===== config.mk =====
export PLATFORM = sky130hd
export DESIGN_NAME = gf256_field_alu
export DESIGN_NICKNAME = d
export VERILOG_FILES = /design/src/design/gfa_pkg.sv /design/src/design/gf256_field_alu.sv /design/src/design/gfa_step.sv
export SDC_FILE = /design/constraint.sdc
export NUM_CORES = 1
export LEC_CHECK = 0
export ABC_CLOCK_PERIOD_IN_PS = 2300
export BUFFER_PORTS_ARGS = -buffer_cell sky130_fd_sc_hd__buf_2
export CAP_MARGIN = 20
export CORE_AREA = 2 2 94 96
export CTS_CLUSTER_SIZE = 30
export DETAILED_ROUTE_END_ITERATION = 12
export DIE_AREA = 0 0 96 98
export GPL_ROUTABILITY_DRIVEN = 0
export GPL_TIMING_DRIVEN = 0
export PLACE_DENSITY = 0.75
export SLEW_MARGIN = 25
export SYNTH_ARGS = -nofsm -noshare
export SYNTH_HDL_FRONTEND = slang
export SYNTH_SLANG_ARGS = --single-unit

===== constraint.sdc =====
create_clock -name clk_i -period 2.3 [get_ports clk_i]
set_input_delay 0.23 -clock clk_i [delete_from_list [all_inputs] [get_ports clk_i]]
set_output_delay 0.23 -clock clk_i [all_outputs]
set_load 0.02 [all_outputs]

===== src/design/gfa_pkg.sv =====
// Shared types and constants for the GF(2^8) field arithmetic unit.
package gfa_pkg;

  localparam logic [2:0] OP_ADD    = 3'd0;
  localparam logic [2:0] OP_XTIME  = 3'd1;
  localparam logic [2:0] OP_MUL    = 3'd2;
  localparam logic [2:0] OP_INV    = 3'd3;
  localparam logic [2:0] OP_PARITY = 3'd4;
  localparam logic [2:0] OP_ROR    = 3'd5;

  localparam logic [7:0] POLY_RESET     = 8'h1B;
  localparam logic [7:0] INV_STEP_LIMIT = 8'd255;

  typedef struct packed {
    logic [2:0] opcode;
    logic [7:0] operand_a;
    logic [7:0] operand_b;
    logic [7:0] shift_count;
  } gfa_in_t;

  typedef struct packed {
    logic [7:0] result;
    logic       error;
  } gfa_out_t;

  typedef enum logic [2:0] {
    ST_IDLE,
    ST_XTIME,
    ST_MUL,
    ST_INV,
    ST_DONE
  } gfa_state_e;

endpackage


===== src/design/gf256_field_alu.sv =====
// Top level of the GF(2^8) field arithmetic unit with its sequencer.
//
//   Channel   Direction  Handshake                 Payload
//   in        input      in_valid_i / in_stall_o   in_word_i   (gfa_in_t)
//   out       output     out_valid_o / out_stall_i out_word_o  (gfa_out_t)
//   cfg       input      cfg_we_i                  cfg_wdata_i (reduction polynomial)
//
// Add, parity, rotate and unused codes form their result at accept and go to done.
// Repeated xtime applies the step unit shift_count times; multiply steps it until
// no upper bit of b is left. Inverse multiplies each power by a through the one
// step unit, at most 255 multiplications per word.
// Reset clears the sequencer and the output valid and loads the AES polynomial.
// A new word is taken while a result waits on a stalled output; the next result
// waits in the done state until the output register is free.
module gf256_field_alu
  import gfa_pkg::*;
(
  input  logic     clk_i,
  input  logic     rst_ni,
  input  logic     in_valid_i,
  output logic     in_stall_o,
  input  gfa_in_t  in_word_i,
  output logic     out_valid_o,
  input  logic     out_stall_i,
  output gfa_out_t out_word_o,
  input  logic     cfg_we_i,
  input  logic [7:0] cfg_wdata_i
);

  gfa_state_e state_q, state_d;
  logic [7:0] poly_q;
  logic [2:0] op_q, op_d;
  logic [7:0] a_q, a_d;
  logic [7:0] run_q, run_d;
  logic [7:0] acc_q, acc_d;
  logic [7:0] rest_q, rest_d;
  logic [7:0] power_q, power_d;
  logic [7:0] cnt_q, cnt_d;
  logic [7:0] res_q, res_d;
  logic       err_q, err_d;
  logic       out_valid_q, out_valid_d;
  gfa_out_t   out_q, out_d;

  logic [7:0] run_nx, acc_nx;
  logic       in_fire, out_free, mul_done, inv_stop;

  gfa_step u_step (
    .run_i  (run_q),
    .acc_i  (acc_q),
    .add_i  (rest_q[1]),
    .poly_i (poly_q),
    .run_o  (run_nx),
    .acc_o  (acc_nx)
  );

  assign in_stall_o  = (state_q != ST_IDLE);
  assign in_fire     = in_valid_i && !in_stall_o;
  assign out_free    = !out_valid_q || !out_stall_i;
  assign mul_done    = (rest_q[7:1] == 7'd0);
  // The product is in acc_q once the multiplier has run out of upper bits.
  assign inv_stop    = (acc_q == 8'd0) || (acc_q == 8'd1) ||
                       (cnt_q == INV_STEP_LIMIT - 8'd1);
  assign out_valid_o = out_valid_q;
  assign out_word_o  = out_q;

  always_comb begin
    state_d = state_q;
    unique case (state_q)
      ST_IDLE: begin
        if (in_fire) begin
          unique case (in_word_i.opcode)
            OP_XTIME: state_d = ST_XTIME;
            OP_MUL:   state_d = ST_MUL;
            OP_INV:   state_d = (in_word_i.operand_a == 8'd0) ? ST_DONE : ST_INV;
            default:  state_d = ST_DONE;
          endcase
        end
      end
      ST_XTIME: if (cnt_q == 8'd0) state_d = ST_DONE;
      ST_MUL:   if (mul_done) state_d = ST_DONE;
      ST_INV:   if (mul_done && inv_stop) state_d = ST_DONE;
      ST_DONE:  if (out_free) state_d = ST_IDLE;
      default:  state_d = ST_IDLE;
    endcase
  end

  always_comb begin
    op_d        = op_q;
    a_d         = a_q;
    run_d       = run_q;
    acc_d       = acc_q;
    rest_d      = rest_q;
    power_d     = power_q;
    cnt_d       = cnt_q;
    res_d       = res_q;
    err_d       = err_q;
    out_d       = out_q;
    out_valid_d = out_valid_q;
    if (out_valid_q && !out_stall_i) begin
      out_valid_d = 1'b0;
    end
    unique case (state_q)
      ST_IDLE: begin
        if (in_fire) begin
          op_d  = in_word_i.opcode;
          a_d   = in_word_i.operand_a;
          err_d = 1'b0;
          res_d = 8'd0;
          unique case (in_word_i.opcode)
            OP_ADD:    res_d = in_word_i.operand_a ^ in_word_i.operand_b;
            OP_XTIME: begin
              run_d = in_word_i.operand_a;
              cnt_d = in_word_i.shift_count;
            end
            OP_MUL: begin
              run_d  = in_word_i.operand_a;
              acc_d  = in_word_i.operand_b[0] ? in_word_i.operand_a : 8'd0;
              rest_d = in_word_i.operand_b;
            end
            OP_INV: begin
              power_d = in_word_i.operand_a;
              run_d   = in_word_i.operand_a;
              acc_d   = in_word_i.operand_a[0] ? in_word_i.operand_a : 8'd0;
              rest_d  = in_word_i.operand_a;
              cnt_d   = 8'd0;
            end
            OP_PARITY: res_d = {7'd0, ^in_word_i.operand_a};
            OP_ROR:    res_d = {in_word_i.operand_a[0], in_word_i.operand_a[7:1]};
            default:   res_d = 8'd0;
          endcase
        end
      end
      ST_XTIME: begin
        if (cnt_q == 8'd0) begin
          res_d = run_q;
        end else begin
          run_d = run_nx;
          cnt_d = cnt_q - 8'd1;
        end
      end
      ST_MUL: begin
        if (mul_done) begin
          res_d = acc_q;
        end else begin
          run_d  = run_nx;
          acc_d  = acc_nx;
          rest_d = {1'b0, rest_q[7:1]};
        end
      end
      ST_INV: begin
        if (!mul_done) begin
          run_d  = run_nx;
          acc_d  = acc_nx;
          rest_d = {1'b0, rest_q[7:1]};
        end else if (acc_q == 8'd1) begin
          res_d = power_q;
        end else if (inv_stop) begin
          // Zero power or no convergence within the step limit.
          res_d = 8'd0;
          err_d = 1'b1;
        end else begin
          power_d = acc_q;
          run_d   = acc_q;
          acc_d   = a_q[0] ? acc_q : 8'd0;
          rest_d  = a_q;
          cnt_d   = cnt_q + 8'd1;
        end
      end
      ST_DONE: begin
        if (out_free) begin
          out_d.result = res_q;
          out_d.error  = err_q;
          out_valid_d  = 1'b1;
        end
      end
      default: begin
        res_d = 8'd0;
      end
    endcase
  end

  always_ff @(posedge clk_i or negedge rst_ni) begin
    if (!rst_ni) begin
      state_q     <= ST_IDLE;
      out_valid_q <= 1'b0;
      poly_q      <= POLY_RESET;
    end else begin
      state_q     <= state_d;
      out_valid_q <= out_valid_d;
      if (cfg_we_i) begin
        poly_q <= cfg_wdata_i;
      end
    end
  end

  always_ff @(posedge clk_i) begin
    op_q    <= op_d;
    a_q     <= a_d;
    run_q   <= run_d;
    acc_q   <= acc_d;
    rest_q  <= rest_d;
    power_q <= power_d;
    cnt_q   <= cnt_d;
    res_q   <= res_d;
    err_q   <= err_d;
    out_q   <= out_d;
  end

  a_accept_leaves_idle: assert property (@(posedge clk_i) disable iff (!rst_ni)
    in_fire |=> (state_q != ST_IDLE))
    else $error("sequencer stayed idle after taking a word");

  a_err_only_inverse: assert property (@(posedge clk_i) disable iff (!rst_ni)
    (state_q == ST_DONE && err_q) |-> (op_q == OP_INV))
    else $error("error flagged for an operation other than inverse");

  a_inv_count_bound: assert property (@(posedge clk_i) disable iff (!rst_ni)
    (state_q == ST_INV) |-> (cnt_q != INV_STEP_LIMIT))
    else $error("inverse step count ran past its limit");

  a_done_delivers: assert property (@(posedge clk_i) disable iff (!rst_ni)
    (state_q == ST_DONE && out_free) |=> (out_valid_q && state_q == ST_IDLE))
    else $error("finished result was not moved to the output register");

endmodule


===== src/design/gfa_step.sv =====
// Shared datapath step: one xtime with reduction and a conditional accumulate.
module gfa_step (
  input  logic [7:0] run_i,
  input  logic [7:0] acc_i,
  input  logic       add_i,
  input  logic [7:0] poly_i,
  output logic [7:0] run_o,
  output logic [7:0] acc_o
);

  logic [8:0] shifted;

  assign shifted = {run_i, 1'b0};
  // Reduce only when the shift carried out of bit 7.
  assign run_o   = shifted[8] ? (shifted[7:0] ^ poly_i) : shifted[7:0];
  assign acc_o   = add_i ? (acc_i ^ run_o) : acc_i;

endmodule


After elaboration in Yosys (flattened, before gate mapping)
Cells that the tools add are included.
{"block": "totals", "register_bits": 78, "latchBits": 0, "mem_bits_rw": 0, "rom_bits": 0, "inputBits": 40, "output_inout_bits": 11, "wordCells": 143, "memories": 0}
{"block": "classes", "addsub": 2, "mul": 0, "n_div": 0, "order_cmp": 0, "n_eq_ne": 30, "n_shift": 0, "muxes": 62, "n_bitwise": 4, "n_reduce_logical": 32}
{"op": "$mux 8", "count": 36}
{"op": "$pmux 8 s3", "count": 4}
{"op": "$pmux 8 s2", "count": 4}
{"op": "$pmux 8 s5", "count": 1}
{"op": "$pmux 8 s4", "count": 1}
{"op": "$logic_not 8->1", "count": 3}
{"op": "$ne 2x2->1 const B", "count": 12}
{"op": "$xor 8x8->8", "count": 3}
{"op": "$reduce_and 7->1", "count": 3}
{"op": "$mux 3", "count": 6}
{"op": "$reduce_and 6->1", "count": 3}
{"op": "$pmux 3 s5", "count": 1}
{"op": "$eq 3x2->1 const B", "count": 4}
{"op": "$ne 3x3->1 const B", "count": 4}
{"op": "$reduce_and 5->1", "count": 2}
{"op": "$eq 3x3->1 const B", "count": 3}
{"op": "$pmux 3 s3", "count": 1}
{"op": "$reduce_bool 3->1", "count": 3}
{"op": "$add 8x1->8 const B", "count": 1}
{"op": "$eq 8x1->1 const B", "count": 1}
{"op": "$eq 8x8->1 const B", "count": 1}
{"op": "$reduce_xor 8->1", "count": 1}
{"op": "$sub 8x1->8 const B", "count": 1}
{"op": "$logic_not 7->1", "count": 1}
{"op": "14 further kinds", "count": 30}

Logic depth before layout (Yosys ltp)
{"block": "depth", "depth_word": 7, "depth_mapped": 9, "depth_no_buf": 8}

Hierarchy
A second synthesis with hierarchy kept.
{"block": "hier_totals", "cells_unflattened": 415, "area_unflattened_um2": 4570.6}
{"module": "gf256_field_alu", "instances": 1, "cells_per_inst": 369, "area_each_um2": 4242.8, "seq_area_each_um2": 2257.2}
{"module": "gfa_step", "instances": 1, "cells_per_inst": 46, "area_each_um2": 327.8, "seq_area_each_um2": 0.0}

Worst setup path after synthesis
No wires, ideal clock.
{"block": "synth_timing", "kind": "reg2reg", "from": "register rest_q[4]", "to": "register res_q[0] (enable)", "setup_time_ns": 0.386, "arrival_ns": 2.054, "t_required_ns": 1.914, "path_slack_ns": -0.141, "stages_incl_launch_ff": 5, "path_buffers": 0, "synth_period_minus_slack_ns": 2.441, "path_cell_list": "edfxtp_1 > or4_4 > nor4_4 > a21boi_1 > a211oi_1"}
{"block": "synth_between", "elab_chain_cells": 3, "word_cells_on_any_way": 4, "cone_classes": "2 x eq/ne; 2 x reduce/logical"}
{"item": "from (decl)", "line": "gf256_field_alu.sv:36", "rtl": "logic [7:0] rest_q, rest_d;"}
{"item": "from (signal assigned)", "line": "gf256_field_alu.sv:201", "rtl": "rest_q <= rest_d;"}
{"item": "$logic_not 7->1 (*)", "line": "gf256_field_alu.sv:59", "rtl": "assign mul_done = (rest_q[7:1] == 7'd0);"}
{"item": "$ne 2x2->1 (no source line)"}
{"item": "$reduce_and 6->1 (no source line) (*)"}
{"item": "to (signal assigned)", "line": "gf256_field_alu.sv:204", "rtl": "res_q <= res_d;"}
{"item": "to (decl)", "line": "gf256_field_alu.sv:39", "rtl": "logic [7:0] res_q, res_d;"}
Mark *: on every way between the ends. The rest lies on a longest branch, timed or not.
A chain may end at the register's enable or synchronous reset.

Final worst setup path
{"block": "layout_timing", "from": "register rest_q[7]", "to": "register run_q[5] (data pin)"}
{"block": "layout_between", "elab_chain_cells": 3}
{"item": "$logic_not 7->1", "line": "gf256_field_alu.sv:59"}
{"item": "$mux 8", "line": "gf256_field_alu.sv:151", "rtl": "if (!mul_done) begin"}
{"item": "$pmux 8 s4", "line": "gf256_field_alu.sv:102", "rtl": "unique case (state_q)"}
{"item": "net run_d[5]", "line": "gf256_field_alu.sv:34", "rtl": "logic [7:0] run_q, run_d;"}
{"item": "to (signal assigned)", "line": "gf256_field_alu.sv:199", "rtl": "run_q <= run_d;"}
{"item": "to (decl)", "line": "gf256_field_alu.sv:34"}
The timed path passes the listed nets, and every way through them passes these cells.

==> run_results.csv <==
group,metric,value,unit
critical_path,crit_type,"reg -> reg",
power,power_density,1130,mW/mm2
logic_synthesis,synth_top_area_cell,"edfxtp_1",
placement,port_buffers,48,
power,p_leak,0.00199,uW
sta,timing.slew.headroom,48.3,%
power,internal_power,3660,uW
layout,stdcell_count,582,
floorplanning,core_area,0.00847,mm2
logic_synthesis,synth.area.mux_share,3.44,%
cts,insertion_delay,0.35,ns
power,sw_frac_of_total,37.8,%
drt,wl,11000,um
worst_hold_path,hp-start,"cfg_wdata_i[0]",
drt,wire_per_inst,18.8,um
logic_synthesis,synth_top_area_share,44.7,%
drt,post-route-drc-count,0,
cts,path_clk_slew,0.08,ns
sta,period_share,97.7,%
worst_hold_path,holdCritPathClass,"in -> reg",
cts,cts.sinks,77,
global_route,antenna_found_initial,0,
critical_path,slowest_stage,"or4_4",
floorplanning,die_width,96,um
global_route,grt_pass1_vias,3455,
logic_synthesis,synth.avg_cell_area,11.1,um2
critical_path,crit_family,"simple AND/OR/NAND/NOR gates",
cts,htreeDepth,3,
logic_synthesis,ys.flop_type,"edfxtp_1",
logic_synthesis,yosysWarnings,0,
global_route,grt_max_degree,13,
power,ir_worst_vdd,0.568,mV
layout,drive_gt1_share,27.8,%
placement,dp_cells,551,
layout,num_antenna_cells,0,
drt,via_per_inst,6.10,
sta,max_freq,445,MHz
sta,finalHoldViolations,0,
logic_synthesis,synth_top_family_by_area,"compound AO/OA/AOI/OAI gates",
critical_path,endpoint_kind,"register",
power,power_frac_seq,41.7,%
power,clkPwrFrac,17.9,%
layout,area_delta_synth_final,19.7,%
logic_synthesis,synth-xor-area-share,6.42,%
logic_synthesis,syn_area,0.00437,mm2
run_status,status,"completed",
logic_synthesis,synth_cell_type_count,60,
cts,cts_root_buffer,"clkbuf_8",
cts,cts_tree,"yes",
logic_synthesis,synth.ff_latch_count,77,
sta,setup_viol,0,
logic_synthesis,synth.yosys.seq_area_share,51.7,%
power,switchingPower,2220,uW
critical_path,max_stage_delay,0.57,ns
drt,initialDrtViolationCount,292,
logic_synthesis,synth_compound_area_share,19.0,%
critical_path,start_kind,"register",
global_route,grt_pass1_wl,17600,um
logic_synthesis,syn_nets,448,
critical_path,crit_chain,"or4_4, nor4_4, buf_4, buf_6, buf_6, nand2_4, o21bai_4, buf_12, o21ai_4",
global_route,grt_use_total,24.5,%
job,maxCapViolCount,0,
critical_path,r2r_start,"rest_q[7]",
drt,firstDrtPassIters,5,
sta,maxSlewViolCount,0,
sta,final.setup_skew,0.00896,ns
logic_synthesis,synth_fa_ha_area_share,3.90,%
layout,fin_util,61.7,%
floorplanning,pin_count,51,
sta,fin_crit,2.25,ns
critical_path,crit_start,"rest_q[7]",
floorplanning,rows,34,
logic_synthesis,synth_edf_count,65,
critical_path,worstPathArrival,2.34,ns
layout,fillerInstances,676,
sta,tightest_slew,0.774,ns
critical_path,cp_num_buf_inv,4,
drt,vias,3552,
cts,clock_path_buffers,2,
global_route,gr-total-overflow,0,
sta,rsz0062_at_grt,"yes",
critical_path,crit_fanout,5,
logic_synthesis,syn_inst,395,
critical_path,path_common_cell,"buf_6",
layout,final_nets,522,
drt,ant_nets,0,
logic_synthesis,synth-async-reset-ratio,15.6,%
floorplanning,chipHeight,98,um
floorplanning,die_area,0.00941,mm2
floorplanning,start_util,51.6,%
power,combPwrFrac,40.4,%
logic_synthesis,yosys.area_share.simple,11.9,%
cts,cts_made_buffers,9,
critical_path,cp.required,2.40,ns
logic_synthesis,synthTopCellsByArea,"edfxtp_1 (45%), dfrtp_1 (4.6%), a22oi_1 (4.0%)",
placement,hpwl,7980,um
==> metal layers <==
| metal | GRT usage [%] | share of wire, % | routed length, um |
|---|---|---|---|
| met1 | 34.7 | 42 | 4620 |
| met3 | 4.71 | 8.1 | 891 |
| met4 | 12.1 | 2.8 | 303 |
| met5 | 0 | 0 | 0 |
| met2 | 35.8 | 47 | 5150 |
==> cells in the final DEF (no fill, tap or decap), types with 4 or more instances in the layout <==
master and n:
a21oi_1 16, a21oi_2 5, a221o_1 6, a22oi_1 23
a31oi_1 4, buf_2 51, buf_4 10, clkbuf_1 13
clkbuf_8 12, dfrtp_1 8, dfstp_2 4, edfxtp_1 65
ha_1 11, inv_1 14, mux2_2 8, mux2i_1 6
nand2_1 32, nand3_1 12, nor2_1 19, nor2b_1 11
o21ai_0 29, o21ai_2 6, o2bb2ai_1 6, xnor2_1 15
xor2_1 17
==> synth_stat cells (2+ instances only) <==
master,n
a211oi_1,3
a21o_1,2
a21oi_1,20
a221o_1,6
a22oi_1,23
a31oi_1,4
and2_1,2
buf_2,4
clkbuf_1,13
dfrtp_1,8
dfstp_2,4
edfxtp_1,65
ha_1,12
inv_1,14
mux2_2,8
mux2i_1,6
nand2_1,36
nand3_1,12
nand4_1,2
nand4b_1,3
nor2_1,21
nor2b_1,12
nor3_1,3
o21ai_0,31
o21ai_2,7
o221ai_1,3
o22ai_1,2
o2bb2ai_1,6
or4_1,2
xnor2_1,15
xor2_1,17
==> worst reg2reg max path, stage by stage, from the launching register on <==
cell      delay, ns
edfxtp_1       0.41
or4_4          0.57
nor4_4         0.19
buf_4          0.18
buf_6          0.10
buf_6          0.09
nand2_4        0.06
o21bai_4       0.20
buf_12         0.15
o21ai_4        0.06
==> final cells by class <==
cell class	instances	area, um2	area share (%)
inverters	15	56.3	1.08
well taps	108	135	2.59
repair buffers	64	408	7.81
flip-flops and latches	77	2260	43.2
clock inverters	1	8.76	0.168
plain buffers	20	93.8	1.80
clock buffers	15	198	3.78
multi-input cells	282	2070	39.6
==> through the flow <==
| step | setup TNS [ns] | hold WS (ns) | setup slack, ns | total power [uW] | cell area [um2] |
|---|---|---|---|---|---|
| 2_1_floorplan | 0 | -0.0656 | 0.0151 | 3920 | 4380 |
| 3_3_place_gp | -9.40 | 0.113 | -0.305 | 4440 | 4750 |
| 3_5_place_dp | -11.58 | 0.115 | -0.317 | 4520 | 4750 |
| 4_1_cts | -0.772 | 0.103 | -0.0840 | 5690 | 5130 |
| 5_1_grt | -0.0949 | 0.110 | -0.0233 | 6210 | 5230 |
| 6_report | 0 | 0.107 | 0.0524 | 5880 | 5230 |
==> worst paths after layout <==
path	end	slack [ns]	depth (start not counted)
max reg2reg	run_q[5]	0.05	9
min	poly_q[0]	0.11	2
min in group asynchronous	poly_q[7]	0.27	2
max	run_q[5]	0.05	9
max in group asynchronous	poly_q[1]	1.76	2
min reg2reg	out_word_o[1]	0.43	0
==> cell families (layout without fill, tap and decap cells) <==
logic type | after synthesis | count (layout)
fa+ha+maj | 13 | 13
flops | 77 | 77
mux | 14 | 14
compound gates | 120 | 120
buf+inv | 36 | 115
simple gates | 103 | 103
xor+xnor | 32 | 32
==> registers in the layout, summed over array words and instances (netlist names) <==
name,cells
a_q,8
out_word_o,9
run_q,8
power_q,8
out_valid_o,1
rest_q,7
cnt_q,8
acc_q,8
err_q,1
res_q,8
state_q,3
poly_q,8
==> power by group through the flow <==
stage	Combinational, uW	Clock [uW]	Sequential [uW]
3_5_place_dp	2050	0	2470
2_1_floorplan	1470	0	2450
6_report	2380	1050	2450
3_3_place_gp	2000	0	2440
4_1_cts	2200	1050	2440
5_1_grt	2600	1110	2500
==> what timing repair did <==
item / 4_1_cts / 5_1_grt
pin swaps: 6 / 4
hold endpoints to repair: 12 / 0
endpoints found under the setup margin: 44 / 74
hold buffers: 1 / 0
gates resized for setup: 15 / 15
setup buffers: 11 / 4
Note: power is estimated with default switching activity, not from simulation.
